`config.mk`:
```
export PLATFORM = sky130hd
export DESIGN_NAME = xor_frame_checker_top_flat
export DESIGN_NICKNAME = d
export VERILOG_FILES = /design/src/design/xfc_pkg.sv /design/src/design/xfc_in_if.sv /design/src/design/xfc_out_if.sv /design/src/design/xor_frame_checker_top.sv /design/src/design/xfc_front.sv /design/src/design/xfc_queue.sv /design/src/design/xfc_back.sv /design/src/flat_wrapper.sv
export SDC_FILE = /design/constraint.sdc
export NUM_CORES = 1
export LEC_CHECK = 0
export ABC_AREA = 1
export BUFFER_PORTS_ARGS = -buffer_cell sky130_fd_sc_hd__buf_2
export CAP_MARGIN = 40
export CORE_UTILIZATION = 45
export CTS_BUF_LIST = sky130_fd_sc_hd__clkbuf_8
export DETAILED_ROUTE_END_ITERATION = 12
export GPL_ROUTABILITY_DRIVEN = 0
export GPL_TIMING_DRIVEN = 1
export HOLD_SLACK_MARGIN = 0.08
export PLACE_DENSITY = 0.72
export RECOVER_POWER = 25
export SLEW_MARGIN = 20
export SYNTH_ARGS = -nofsm -noshare
export SYNTH_HDL_FRONTEND = slang
export SYNTH_SLANG_ARGS = --single-unit
```
`constraint.sdc`:
```
create_clock -name clk -period 5.3 [get_ports clk]
set_input_delay 1.06 -clock clk [delete_from_list [all_inputs] [get_ports clk]]
set_output_delay 1.06 -clock clk [all_outputs]
set_load 0.05 [all_outputs]
```
`src/design/xfc_pkg.sv`:
```
// Shared types and constants for the XOR frame checker.
`default_nettype none
package xfc_pkg;

  // Frame layout and limits
  localparam logic [7:0] MAX_PAYLOAD   = 8'd64;
  localparam logic [7:0] MIN_FRAME     = 8'd5;
  localparam logic [7:0] PAYLOAD_START = 8'd4;
  localparam logic [7:0] POS_MAX       = 8'd255;

  // Default depth of the queue between front and back
  localparam int unsigned QUEUE_DEPTH_DEF = 4;

  // Result kinds
  localparam logic KIND_PAYLOAD = 1'b0;
  localparam logic KIND_STATUS  = 1'b1;

  // Frame status codes
  typedef enum logic [1:0] {
    ST_OK     = 2'd0,
    ST_LENGTH = 2'd1,
    ST_CHECK  = 2'd2
  } status_t;

  // Work for the back part, produced by one accepted byte
  typedef struct packed {
    logic       has_payload;
    logic       has_status;
    logic [7:0] data_byte;
    logic [7:0] command;
    logic [7:0] payload_length;
    status_t    status;
  } entry_t;

  // Front to queue
  typedef struct packed {
    logic   valid;
    entry_t entry;
  } push_t;

  // Queue to back
  typedef struct packed {
    logic   valid;
    entry_t entry;
  } head_t;

endpackage
`default_nettype wire

```
`src/design/xfc_in_if.sv`:
```
// Byte input channel of the XOR frame checker.
`default_nettype none
interface xfc_in_if;
  logic       valid;
  logic       ready;
  logic [7:0] received_byte;
  logic       frame_end;

  modport source (output valid, output received_byte, output frame_end, input ready);
  modport sink   (input valid, input received_byte, input frame_end, output ready);
endinterface
`default_nettype wire

```
`src/design/xfc_out_if.sv`:
```
// Result output channel of the XOR frame checker.
`default_nettype none
interface xfc_out_if;
  logic       valid;
  logic       ready;
  logic       kind;
  logic [7:0] data_byte;
  logic [7:0] command;
  logic [7:0] payload_length;
  logic [1:0] status;
  logic       end_of_run;

  modport source (output valid, output kind, output data_byte, output command,
                  output payload_length, output status, output end_of_run,
                  input ready);
  modport sink   (input valid, input kind, input data_byte, input command,
                  input payload_length, input status, input end_of_run,
                  output ready);
endinterface
`default_nettype wire

```
`src/design/xor_frame_checker_top.sv`:
```
// Top level of the XOR frame checker.
// Takes one frame byte per clock on rx (last byte flagged by frame_end) and emits
// results on tx: a payload result for every payload byte and a status result on
// the last byte, carrying command, declared length and status (0 ok, 1 length
// error, 2 header or checksum error; discard the payload unless it is 0). The
// front accepts a byte every cycle while the work queue has room; the back
// emits one result per cycle through its output register while tx is ready; a
// last byte that is also a payload byte gives a payload and then a status result.
// A result passes the work queue and then the output register before tx; a
// stalled tx fills the queue and then holds off rx. The user must write sync_word
// through cfg_we/cfg_wdata only while idle; the block itself does not enforce it.
`default_nettype none
module xor_frame_checker_top #(
  parameter int unsigned QUEUE_DEPTH = xfc_pkg::QUEUE_DEPTH_DEF
) (
  input  wire logic        clk,
  input  wire logic        rst,
  input  wire logic        cfg_we,
  input  wire logic [15:0] cfg_wdata,
  xfc_in_if.sink           rx,
  xfc_out_if.source        tx
);
  import xfc_pkg::*;

  push_t push;
  head_t head;
  logic  full;
  logic  pop;

  xfc_front u_front (
    .clk       (clk),
    .rst       (rst),
    .cfg_we    (cfg_we),
    .cfg_wdata (cfg_wdata),
    .rx        (rx),
    .full      (full),
    .push      (push)
  );

  xfc_queue #(
    .DEPTH (QUEUE_DEPTH)
  ) u_queue (
    .clk  (clk),
    .rst  (rst),
    .push (push),
    .pop  (pop),
    .full (full),
    .head (head)
  );

  xfc_back u_back (
    .clk  (clk),
    .rst  (rst),
    .head (head),
    .pop  (pop),
    .tx   (tx)
  );

endmodule
`default_nettype wire

```
`src/design/xfc_front.sv`:
```
// Front part: accepts frame bytes, tracks frame state and classifies each item.
`default_nettype none
module xfc_front (
  input  wire logic          clk,
  input  wire logic          rst,
  input  wire logic          cfg_we,
  input  wire logic [15:0]   cfg_wdata,
  xfc_in_if.sink             rx,
  input  wire logic          full,
  output xfc_pkg::push_t     push
);
  import xfc_pkg::*;

  logic [15:0] sync_word;
  logic [7:0]  byte_position, byte_position_next;
  logic [7:0]  running_xor, running_xor_next;
  logic [7:0]  header_high, header_high_next;
  logic        header_mismatch, header_mismatch_next;
  logic [7:0]  saved_command, saved_command_next;
  logic [7:0]  saved_length, saved_length_next;
  logic        checksum_matched, checksum_matched_next;

  logic        accept;
  logic        len_ok;
  logic [8:0]  ck_pos;
  logic [8:0]  pos_wide;
  logic [8:0]  need_count;
  logic        have_payload;
  status_t     frame_status;

  assign rx.ready = !full;
  assign accept   = rx.valid && rx.ready;

  // Classify the byte by its position in the frame
  always_comb begin
    len_ok                = (saved_length <= MAX_PAYLOAD);
    ck_pos                = {1'b0, saved_length} + {1'b0, PAYLOAD_START};
    pos_wide              = {1'b0, byte_position};
    have_payload          = 1'b0;
    running_xor_next      = running_xor;
    header_high_next      = header_high;
    header_mismatch_next  = header_mismatch;
    saved_command_next    = saved_command;
    saved_length_next     = saved_length;
    checksum_matched_next = checksum_matched;
    if (byte_position == 8'd0) begin
      header_high_next = rx.received_byte;
      running_xor_next = rx.received_byte;
    end else if (byte_position == 8'd1) begin
      header_mismatch_next = ({header_high, rx.received_byte} != sync_word);
      running_xor_next     = running_xor ^ rx.received_byte;
    end else if (byte_position == 8'd2) begin
      saved_command_next = rx.received_byte;
      running_xor_next   = running_xor ^ rx.received_byte;
    end else if (byte_position == 8'd3) begin
      saved_length_next = rx.received_byte;
      running_xor_next  = running_xor ^ rx.received_byte;
    end else if (len_ok && (pos_wide < ck_pos)) begin
      have_payload     = 1'b1;
      running_xor_next = running_xor ^ rx.received_byte;
    end else if (len_ok && (pos_wide == ck_pos)) begin
      checksum_matched_next = (running_xor == rx.received_byte);
    end
    byte_position_next = (byte_position == POS_MAX) ? byte_position
                                                    : byte_position + 8'd1;
  end

  // Work out the frame status, first failing check wins
  always_comb begin
    need_count = {1'b0, MIN_FRAME} + {1'b0, saved_length_next};
    if (byte_position_next < MIN_FRAME) begin
      frame_status = ST_LENGTH;
    end else if (header_mismatch_next) begin
      frame_status = ST_CHECK;
    end else if (saved_length_next > MAX_PAYLOAD) begin
      frame_status = ST_LENGTH;
    end else if ({1'b0, byte_position_next} < need_count) begin
      frame_status = ST_LENGTH;
    end else if (!checksum_matched_next) begin
      frame_status = ST_CHECK;
    end else begin
      frame_status = ST_OK;
    end
  end

  // Hand work to the queue only when the item causes a result
  always_comb begin
    push.valid                = accept && (have_payload || rx.frame_end);
    push.entry.has_payload    = have_payload;
    push.entry.has_status     = rx.frame_end;
    push.entry.data_byte      = rx.received_byte;
    push.entry.command        = saved_command_next;
    push.entry.payload_length = saved_length_next;
    push.entry.status         = frame_status;
  end

  // Hold the expected header
  always_ff @(posedge clk) begin
    if (rst) begin
      sync_word <= '0;
    end else if (cfg_we) begin
      sync_word <= cfg_wdata;
    end
  end

  // Advance frame state; drop it at the end of a frame
  always_ff @(posedge clk) begin
    if (rst) begin
      byte_position    <= '0;
      running_xor      <= '0;
      header_high      <= '0;
      header_mismatch  <= 1'b0;
      saved_command    <= '0;
      saved_length     <= '0;
      checksum_matched <= 1'b0;
    end else if (accept) begin
      if (rx.frame_end) begin
        byte_position    <= '0;
        running_xor      <= '0;
        header_high      <= '0;
        header_mismatch  <= 1'b0;
        saved_command    <= '0;
        saved_length     <= '0;
        checksum_matched <= 1'b0;
      end else begin
        byte_position    <= byte_position_next;
        running_xor      <= running_xor_next;
        header_high      <= header_high_next;
        header_mismatch  <= header_mismatch_next;
        saved_command    <= saved_command_next;
        saved_length     <= saved_length_next;
        checksum_matched <= checksum_matched_next;
      end
    end
  end

`ifndef NO_ASSERTIONS
  // A frame end always restarts the position count
  a_restart: assert property (@(posedge clk) disable iff (rst)
    (accept && rx.frame_end) |=> (byte_position == 8'd0))
    else $error("position not cleared after frame end");

  // Payload is only ever passed out past the frame header
  a_payload_pos: assert property (@(posedge clk) disable iff (rst)
    (push.valid && push.entry.has_payload) |-> (byte_position >= PAYLOAD_START))
    else $error("payload item inside frame header");
`endif

endmodule
`default_nettype wire

```
`src/design/xfc_queue.sv`:
```
// Short queue of classified work between the front and back parts.
`default_nettype none
module xfc_queue #(
  parameter int unsigned DEPTH = xfc_pkg::QUEUE_DEPTH_DEF
) (
  input  wire logic           clk,
  input  wire logic           rst,
  input  wire xfc_pkg::push_t push,
  input  wire logic           pop,
  output logic                full,
  output xfc_pkg::head_t      head
);
  import xfc_pkg::*;

  localparam int unsigned PTR_W = (DEPTH > 1) ? $clog2(DEPTH) : 1;
  localparam int unsigned CNT_W = $clog2(DEPTH + 1);

  entry_t             slots [DEPTH];
  logic [PTR_W-1:0]   wr_ptr;
  logic [PTR_W-1:0]   rd_ptr;
  logic [CNT_W-1:0]   count;
  logic               do_push;
  logic               do_pop;

  assign full       = (count == CNT_W'(DEPTH));
  assign head.valid = (count != '0);
  assign head.entry = slots[rd_ptr];
  assign do_push    = push.valid && !full;
  assign do_pop     = pop && head.valid;

  // Store pushed work
  always_ff @(posedge clk) begin
    if (do_push) begin
      slots[wr_ptr] <= push.entry;
    end
  end

  // Advance pointers and fill count
  always_ff @(posedge clk) begin
    if (rst) begin
      wr_ptr <= '0;
      rd_ptr <= '0;
      count  <= '0;
    end else begin
      if (do_push) begin
        wr_ptr <= (wr_ptr == PTR_W'(DEPTH - 1)) ? '0 : wr_ptr + 1'b1;
      end
      if (do_pop) begin
        rd_ptr <= (rd_ptr == PTR_W'(DEPTH - 1)) ? '0 : rd_ptr + 1'b1;
      end
      if (do_push && !do_pop) begin
        count <= count + 1'b1;
      end else if (do_pop && !do_push) begin
        count <= count - 1'b1;
      end
    end
  end

`ifndef NO_ASSERTIONS
  // The front never offers work into a full queue
  a_no_overflow: assert property (@(posedge clk) disable iff (rst)
    push.valid |-> !full)
    else $error("push into full queue");

  // The back never pops an empty queue
  a_no_underflow: assert property (@(posedge clk) disable iff (rst)
    pop |-> head.valid)
    else $error("pop from empty queue");
`endif

endmodule
`default_nettype wire

```
`src/design/xfc_back.sv`:
```
// Back part: turns queued work into result items behind an output register.
`default_nettype none
module xfc_back (
  input  wire logic           clk,
  input  wire logic           rst,
  input  wire xfc_pkg::head_t head,
  output logic                pop,
  xfc_out_if.source           tx
);
  import xfc_pkg::*;

  logic sub;
  logic sub_next;
  logic out_free;
  logic emit;
  logic pay_first;

  assign out_free  = !tx.valid || tx.ready;
  assign emit      = out_free && head.valid;
  assign pay_first = head.entry.has_payload && !sub;

  // Pick the next result of the head entry and pop after its last one
  always_comb begin
    pop      = 1'b0;
    sub_next = sub;
    if (emit) begin
      if (pay_first) begin
        if (head.entry.has_status) begin
          sub_next = 1'b1;
        end else begin
          pop = 1'b1;
        end
      end else begin
        pop      = 1'b1;
        sub_next = 1'b0;
      end
    end
  end

  // Hold output valid until taken
  always_ff @(posedge clk) begin
    if (rst) begin
      tx.valid <= 1'b0;
      sub      <= 1'b0;
    end else begin
      sub <= sub_next;
      if (out_free) begin
        tx.valid <= head.valid;
      end
    end
  end

  // Load the output payload
  always_ff @(posedge clk) begin
    if (emit) begin
      if (pay_first) begin
        tx.kind           <= KIND_PAYLOAD;
        tx.data_byte      <= head.entry.data_byte;
        tx.command        <= '0;
        tx.payload_length <= '0;
        tx.status         <= ST_OK;
        tx.end_of_run     <= !head.entry.has_status;
      end else begin
        tx.kind           <= KIND_STATUS;
        tx.data_byte      <= '0;
        tx.command        <= head.entry.command;
        tx.payload_length <= head.entry.payload_length;
        tx.status         <= head.entry.status;
        tx.end_of_run     <= 1'b1;
      end
    end
  end

`ifndef NO_ASSERTIONS
  // A half-done entry always has both a payload and a status result
  a_sub_entry: assert property (@(posedge clk) disable iff (rst)
    sub |-> (head.valid && head.entry.has_payload && head.entry.has_status))
    else $error("split entry without two results");

  // Every queued entry carries at least one result
  a_entry_work: assert property (@(posedge clk) disable iff (rst)
    head.valid |-> (head.entry.has_payload || head.entry.has_status))
    else $error("queued entry causes no result");
`endif

endmodule
`default_nettype wire
```
`src/flat_wrapper.sv`:
```
// flat-port wrapper written by rule: the top's interface ports become plain ports
module xor_frame_checker_top_flat import xfc_pkg::*;
#(
  parameter int unsigned QUEUE_DEPTH = xfc_pkg::QUEUE_DEPTH_DEF
)
  (clk, rst, cfg_we, cfg_wdata, rx_valid, rx_received_byte, rx_frame_end, rx_ready, tx_valid, tx_kind, tx_data_byte, tx_command, tx_payload_length, tx_status, tx_end_of_run, tx_ready);
  xfc_in_if rx_i ();
  xfc_out_if tx_i ();
  input  wire logic clk;
  input  wire logic rst;
  input  wire logic cfg_we;
  input  wire logic [15:0] cfg_wdata;
  input wire logic [$bits(rx_i.valid)-1:0] rx_valid;
  input wire logic [$bits(rx_i.received_byte)-1:0] rx_received_byte;
  input wire logic [$bits(rx_i.frame_end)-1:0] rx_frame_end;
  output wire logic [$bits(rx_i.ready)-1:0] rx_ready;
  output wire logic [$bits(tx_i.valid)-1:0] tx_valid;
  output wire logic [$bits(tx_i.kind)-1:0] tx_kind;
  output wire logic [$bits(tx_i.data_byte)-1:0] tx_data_byte;
  output wire logic [$bits(tx_i.command)-1:0] tx_command;
  output wire logic [$bits(tx_i.payload_length)-1:0] tx_payload_length;
  output wire logic [$bits(tx_i.status)-1:0] tx_status;
  output wire logic [$bits(tx_i.end_of_run)-1:0] tx_end_of_run;
  input wire logic [$bits(tx_i.ready)-1:0] tx_ready;
  assign rx_i.valid = rx_valid;
  assign rx_i.received_byte = rx_received_byte;
  assign rx_i.frame_end = rx_frame_end;
  assign rx_ready = rx_i.ready;
  assign tx_valid = tx_i.valid;
  assign tx_kind = tx_i.kind;
  assign tx_data_byte = tx_i.data_byte;
  assign tx_command = tx_i.command;
  assign tx_payload_length = tx_i.payload_length;
  assign tx_status = tx_i.status;
  assign tx_end_of_run = tx_i.end_of_run;
  assign tx_i.ready = tx_ready;
  xor_frame_checker_top #(.QUEUE_DEPTH(QUEUE_DEPTH)) u_core (.clk(clk), .rst(rst), .cfg_we(cfg_we), .cfg_wdata(cfg_wdata), .rx(rx_i), .tx(tx_i));
endmodule
```
# --- Word level (Yosys, flattened, before mapping) ---
# Memories as Yosys holds them, arrays and structs flattened. A register that Yosys moved wholly into a read port is not among the register bits.
# Index checks and enable logic that the tools add are counted.
word_totals:
  reg_bits: 95
  ram_bits: 112
  elab_cells: 123
  output_inout_bits: 30
  mem_count: 1
op_classes:
  muxes: 53
  n_reduce_logical: 26
  bitwise_logic: 1
  n_eq_ne: 11
  order_cmp: 5
  addsub: 7
mem_list:
  columns: ["name", "depth", "word_bits", "rd", "rd_ports_with_merged_regs", "wr", "line_no", "rtl"]
  rows:
  - ["u_core.u_queue.slots", 4, 28, 1, 1, 1, "xfc_queue.sv:18", "entry_t slots [DEPTH];"]
ops:
  columns: ["cell", "count"]
  rows:
  - ["$mux 8", 19]
  - ["$mux 1", 23]
  - ["$lt 8x9->1", 2]
  - ["$mux 2", 9]
  - ["$eq 8x2->1 const B", 2]
  - ["$ne 16x16->1", 1]
  - ["$logic_and 1x1->1", 10]
  - ["$add 3x8->9 const A", 1]
  - ["$add 8x3->9 const B", 1]
  - ["$eq 8x9->1", 1]
  - ["$add 8x1->8 const B", 1]
  - ["$eq 8x1->1 const B", 1]
  - ["$eq 8x8->1", 1]
  - ["$eq 8x8->1 const B", 1]
  - ["$gt 8x7->1 const B", 1]
  - ["$le 8x7->1 const B", 1]
  - ["$logic_not 8->1", 1]
  - ["$lt 8x3->1 const B", 1]
  - ["$xor 8x8->8", 1]
  - ["$logic_not 1->1", 6]
  - ["$mux 3", 2]
  - ["$reduce_and 2->1", 3]
  - ["$reduce_bool 6->1", 1]
  - ["$add 2x1->2 const B", 2]
  - ["other kinds (8)", 11]

# --- Longest topological paths before layout ---
logic_depth:
  word_depth: 15
  depth_mapped: 25
  mapped_depth_nobuf: 25

# --- Cells and area by module ---
# A second synthesis with hierarchy kept.
unflattened:
  hier_cells: 991
  area_unflattened_um2: 9669.3
modules_own_cells:
  columns: ["mod", "seq_area_each_um2", "cells_each", "n_inst", "area_each_um2"]
  rows:
  - ["xfc_queue", 3543.4, 341, 1, 4653.2]
  - ["xfc_front", 1161.1, 550, 1, 3827.4]
  - ["xfc_back", 880.8, 100, 1, 1188.6]

# --- Worst setup path after synthesis ---
# No wires, ideal clock.
synth_path:
  path_kind: "input-to-reg"
  start: "input tx_ready"
  end: "register u_core.u_queue.count[1]"
  arrival_time_ps: 3892
  setup_time_ps: 120
  stages: 8
  t_required_ps: 5180
  setup_slack_ps: 1288
  path_cell_list: "nor2_1 a31oi_1 nand2_1 ha_1 inv_1 fa_1 o21ai_0 a21oi_1"
synth_via:
  elab_chain_cells: 7
  word_cells_on_any_way: 9
  cone_classes: "2 x mux; 7 x reduce/logical"
synth_rtl:
  columns: ["item", "line_no", "rtl"]
  rows:
  - ["from (decl)", "flat_wrapper.sv:24", "input wire logic [$bits(tx_i.ready)-1:0] tx_ready;"]
  - ["$logic_or 1x1->1 (*)", "xfc_back.sv:18", "assign out_free = !tx.valid || tx.ready;"]
  - ["$logic_and 1x1->1 (*)", "xfc_back.sv:19", "assign emit = out_free && head.valid;"]
  - ["named net u_core.u_back.emit", "xfc_back.sv:15", "logic emit;"]
  - ["$mux 1 (*)", "xfc_back.sv:26", "if (emit) begin"]
  - ["$logic_and 1x1->1 (*)", "xfc_queue.sv:29", "assign do_pop = pop && head.valid;"]
  - ["$logic_not 1->1", "xfc_queue.sv:51", "if (do_push && !do_pop) begin"]
  - ["$logic_and 1x1->1", "xfc_queue.sv:51", null]
  - ["$mux 3 or $reduce_bool 2->1 (tied branches)", null, null]
  - ["to (signal assigned)", "xfc_queue.sv:52", "count <= count + 1'b1;"]
  - ["to (signal assigned)", "xfc_queue.sv:54", "count <= count - 1'b1;"]
  - ["to (decl)", "xfc_queue.sv:21", "logic [CNT_W-1:0] count;"]
# Mark *: on every way through the listed nets, which the timed path passes. The rest lies on a longest branch.
# A chain may end at the register's enable or synchronous reset.

==> flow_summary.ini <==
[floorplanning]
die_w_um = 147
fp.dieArea_um2 = 21600
die_h_um = 147
ios = 60
core_um2 = 20400
start_util = 0.462
rows = 52

[clock_network]
cts_buffers = 35
clockBufferDepth = 3
cts-root-buf = clkbuf_8
clkTransAtPathRegs_ps = 60
cts_resized = 0
cts_htree_levels = 2
cts_sinks = 209
cts_setup_buffers = 0
worstSkewPairLatency_ps = 520
cts_hold_buf = 0
cts_tree = yes

[logic_synthesis]
netlist.area_leader.share = 0.445
postSynth.asyncResetShare = 0
ys_types = 44
yosys-top-cells-area = edfxtp_1, dfxtp_1, nor2_1
ys_ff_latch = 209
synth-main-ff-cell = edfxtp_1
yosysSeqAreaShare = 0.591
synth_nets = 1035
syn_inst = 975
yosys.area.top_type = edfxtp_1
ys_warn_count = 0
synth_edf_count = 140
syn_avg_cell_area_um2 = 9.69
netlist_area_um2 = 9450

[sta]
slew_headroom = -0.281
hold_viol_final = 0
clock_skew_ps = 11.8
setup_viol_count_final = 0
period_share = 0.788
period_minus_slack_ps = 4180
holdWs_ps = 466
max_freq_mhz = 239
rsz0062_at_grt = false
worst_pin_slew_ps = 1920
finalSetupTns_ps = 0
drv_slew = 69

[route]
dr.pass1.iters = 5
vias = 6867
wl_um = 20600
routedWlPerCell_um = 15.3
drt_iter0_drc = 485
viasPerCell = 5.12
ant_nets = 0
drc = 0

[cells_and_area]
drive_gt1_frac = 0.130
final_nets = 1106
diodes = 0
fillers = 1812
syn_to_final_growth_pct = 12.8
final_cells = 1342
multiInputGateArea_um2 = 3350
regArea_um2 = 5590

[global_routing]
gr-total-overflow = 0
grt_start_max_net_pins = 53
grt_pass1_vias = 6399
grtUsageTotal = 0.191
antenna_found_initial = 0
grt_pass1_wl_um = 32500

[placement]
dp.cells = 1278
hpwl_um = 13300
port-buffer-count = 59

[power_and_ir_drop]
p_leak_nw = 4.17
peakVddDrop_mv = 0.196
power.total_mw = 4.97
power-per-cell-area_nw_per_um2 = 466

[worst_setup_path]
start_kind = flop
cp_data_arrival_time_ps = 4440
endpoint_kind = flop
cp.required_ps = 5560
path_class = reg2reg
critPathMaxFanout = 9

[hold_path]
hold_path.class = reg2reg

[run_status]
status = finished with violations
violations = max-capacitance violations, max-slew violations

[job]
drv_cap = 2
## registers in the layout (all words and copies together), names as in the netlist, 2 cells and up, named ones only
register and cells:
u_core.u_queue.rd_ptr 2, u_core.u_front.header_high 8, u_core.u_queue.slots 112, u_core.u_back.tx.data_byte 8, u_core.u_back.tx.status 2, u_core.u_back.tx.payload_length 8, u_core.u_queue.wr_ptr 2, u_core.u_front.running_xor 8
u_core.u_queue.count 3, u_core.u_front.byte_position 8, u_core.u_front.saved_length 8, u_core.u_back.tx.command 8, u_core.u_front.sync_word 16, u_core.u_front.saved_command 8
## critical path: stages, from the launching register on
cell and delay, ps:
dfxtp_1 420, inv_1 130, ha_1 260, nor2_1 180, nand3_1 320, o21ai_0 1040
o21bai_4 320, xnor2_1 140, ha_1 250, inv_1 80, nor3_1 50, a211oi_1 170
nand2_1 80, nand2_1 60, nand2_1 40, nand2_1 50, nand2_1 50, nand2_1 50
nand2_1 40, nand2_1 140, nor2_2 70
## cells by family (layout without fill, tap and decap cells)
group                      count (synthesis)  in the layout  synth area share
xor gates and xnor gates                  33             33            0.0306
adders and majority gates                 30             30            0.0405
buffers and inverters                    129            226            0.0526
AOI/OAI and AO/OA                        204            204             0.119
DFF                                      209            209             0.591
and+or+nand+nor                          370            370             0.166
## worst paths after layout
path              slack, ps  cells after the start                                     endpoint                                         start
setup / recovery       1120                     20         u_core.u_queue.slots[2][1]$_DFFE_PP_  u_core.u_front.byte_position[0]$_SDFFE_PP0P_
hold / removal          470                      2  u_core.u_front.header_mismatch$_SDFFE_PP0P_   u_core.u_front.header_mismatch$_SDFFE_PP0P_
setup reg to reg       1120                     20         u_core.u_queue.slots[2][1]$_DFFE_PP_  u_core.u_front.byte_position[0]$_SDFFE_PP0P_
hold reg to reg         470                      2  u_core.u_front.header_mismatch$_SDFFE_PP0P_   u_core.u_front.header_mismatch$_SDFFE_PP0P_
## report_power, final
group / leakage [nW] / switching [mW] / internal [mW]
Sequential: 1.78 / 0.0729 / 2.05
Clock: 0.384 / 0.633 / 0.727
Combinational: 2.01 / 1.14 / 0.346
## layout make-up
type                    instances  area share
well taps                     270      0.0317
inverters                      91      0.0323
flip-flops and latches        209       0.524
multi-input cells             637       0.314
clock inverters                24      0.0123
repair buffers                 72      0.0348
clock buffers                  39      0.0504
## synthesized netlist by cell type, types with 3 or more instances
cell type,number
nor2_2,3
nand4_1,10
o22ai_1,20
o21ai_0,108
nor3_1,9
nand2_1,150
ha_1,29
a21oi_1,51
xor2_1,21
edfxtp_1,140
nand3_1,14
inv_2,5
o21ai_1,8
xnor2_1,12
nor2_1,166
nand2_2,5
dfxtp_1,69
inv_1,83
clkbuf_1,33
o21ai_2,7
## metal layers
| layer | part of all wire | track usage | wire length [µm] | vias to the layer above |
|---|---|---|---|---|
| met2 | 0.48 | 0.315 | 9770 | 197 |
| met4 | 0.031 | 0.0773 | 634 | 0 |
| met3 | 0.050 | 0.0332 | 1030 | 41 |
| met5 | 0 | 0 | 0 | - |
| met1 | 0.44 | 0.250 | 9120 | 3199 |
| li1 | - | - | - | 3430 |
## metrics by stage
| step | utilization | setup slack, ps | area, µm² |
|---|---|---|---|
| 4_1_cts | 0.524 | 1540 | 10700 |
| 5_1_grt | 0.521 | 733 | 10700 |
| 6_report | 0.521 | 1120 | 10700 |
| 2_1_floorplan | - | 1290 | 9450 |
| 3_3_place_gp | 0.492 | 1660 | 10000 |
| 3_5_place_dp | 0.492 | 1580 | 10000 |
## layout by cell type, fill, tap and decap left out, types with 12 or more instances in the layout
master and instances:
clkbuf_1 12, a21oi_1 51, buf_2 50, nor2_1 162, ha_1 29, inv_1 96, xor2_1 21, o21ai_0 109
clkbuf_8 39, dfxtp_1 69, nand2_1 152, edfxtp_1 140, nand3_1 15, xnor2_1 12, o22ai_1 20
(Power assumes the default switching activity.)
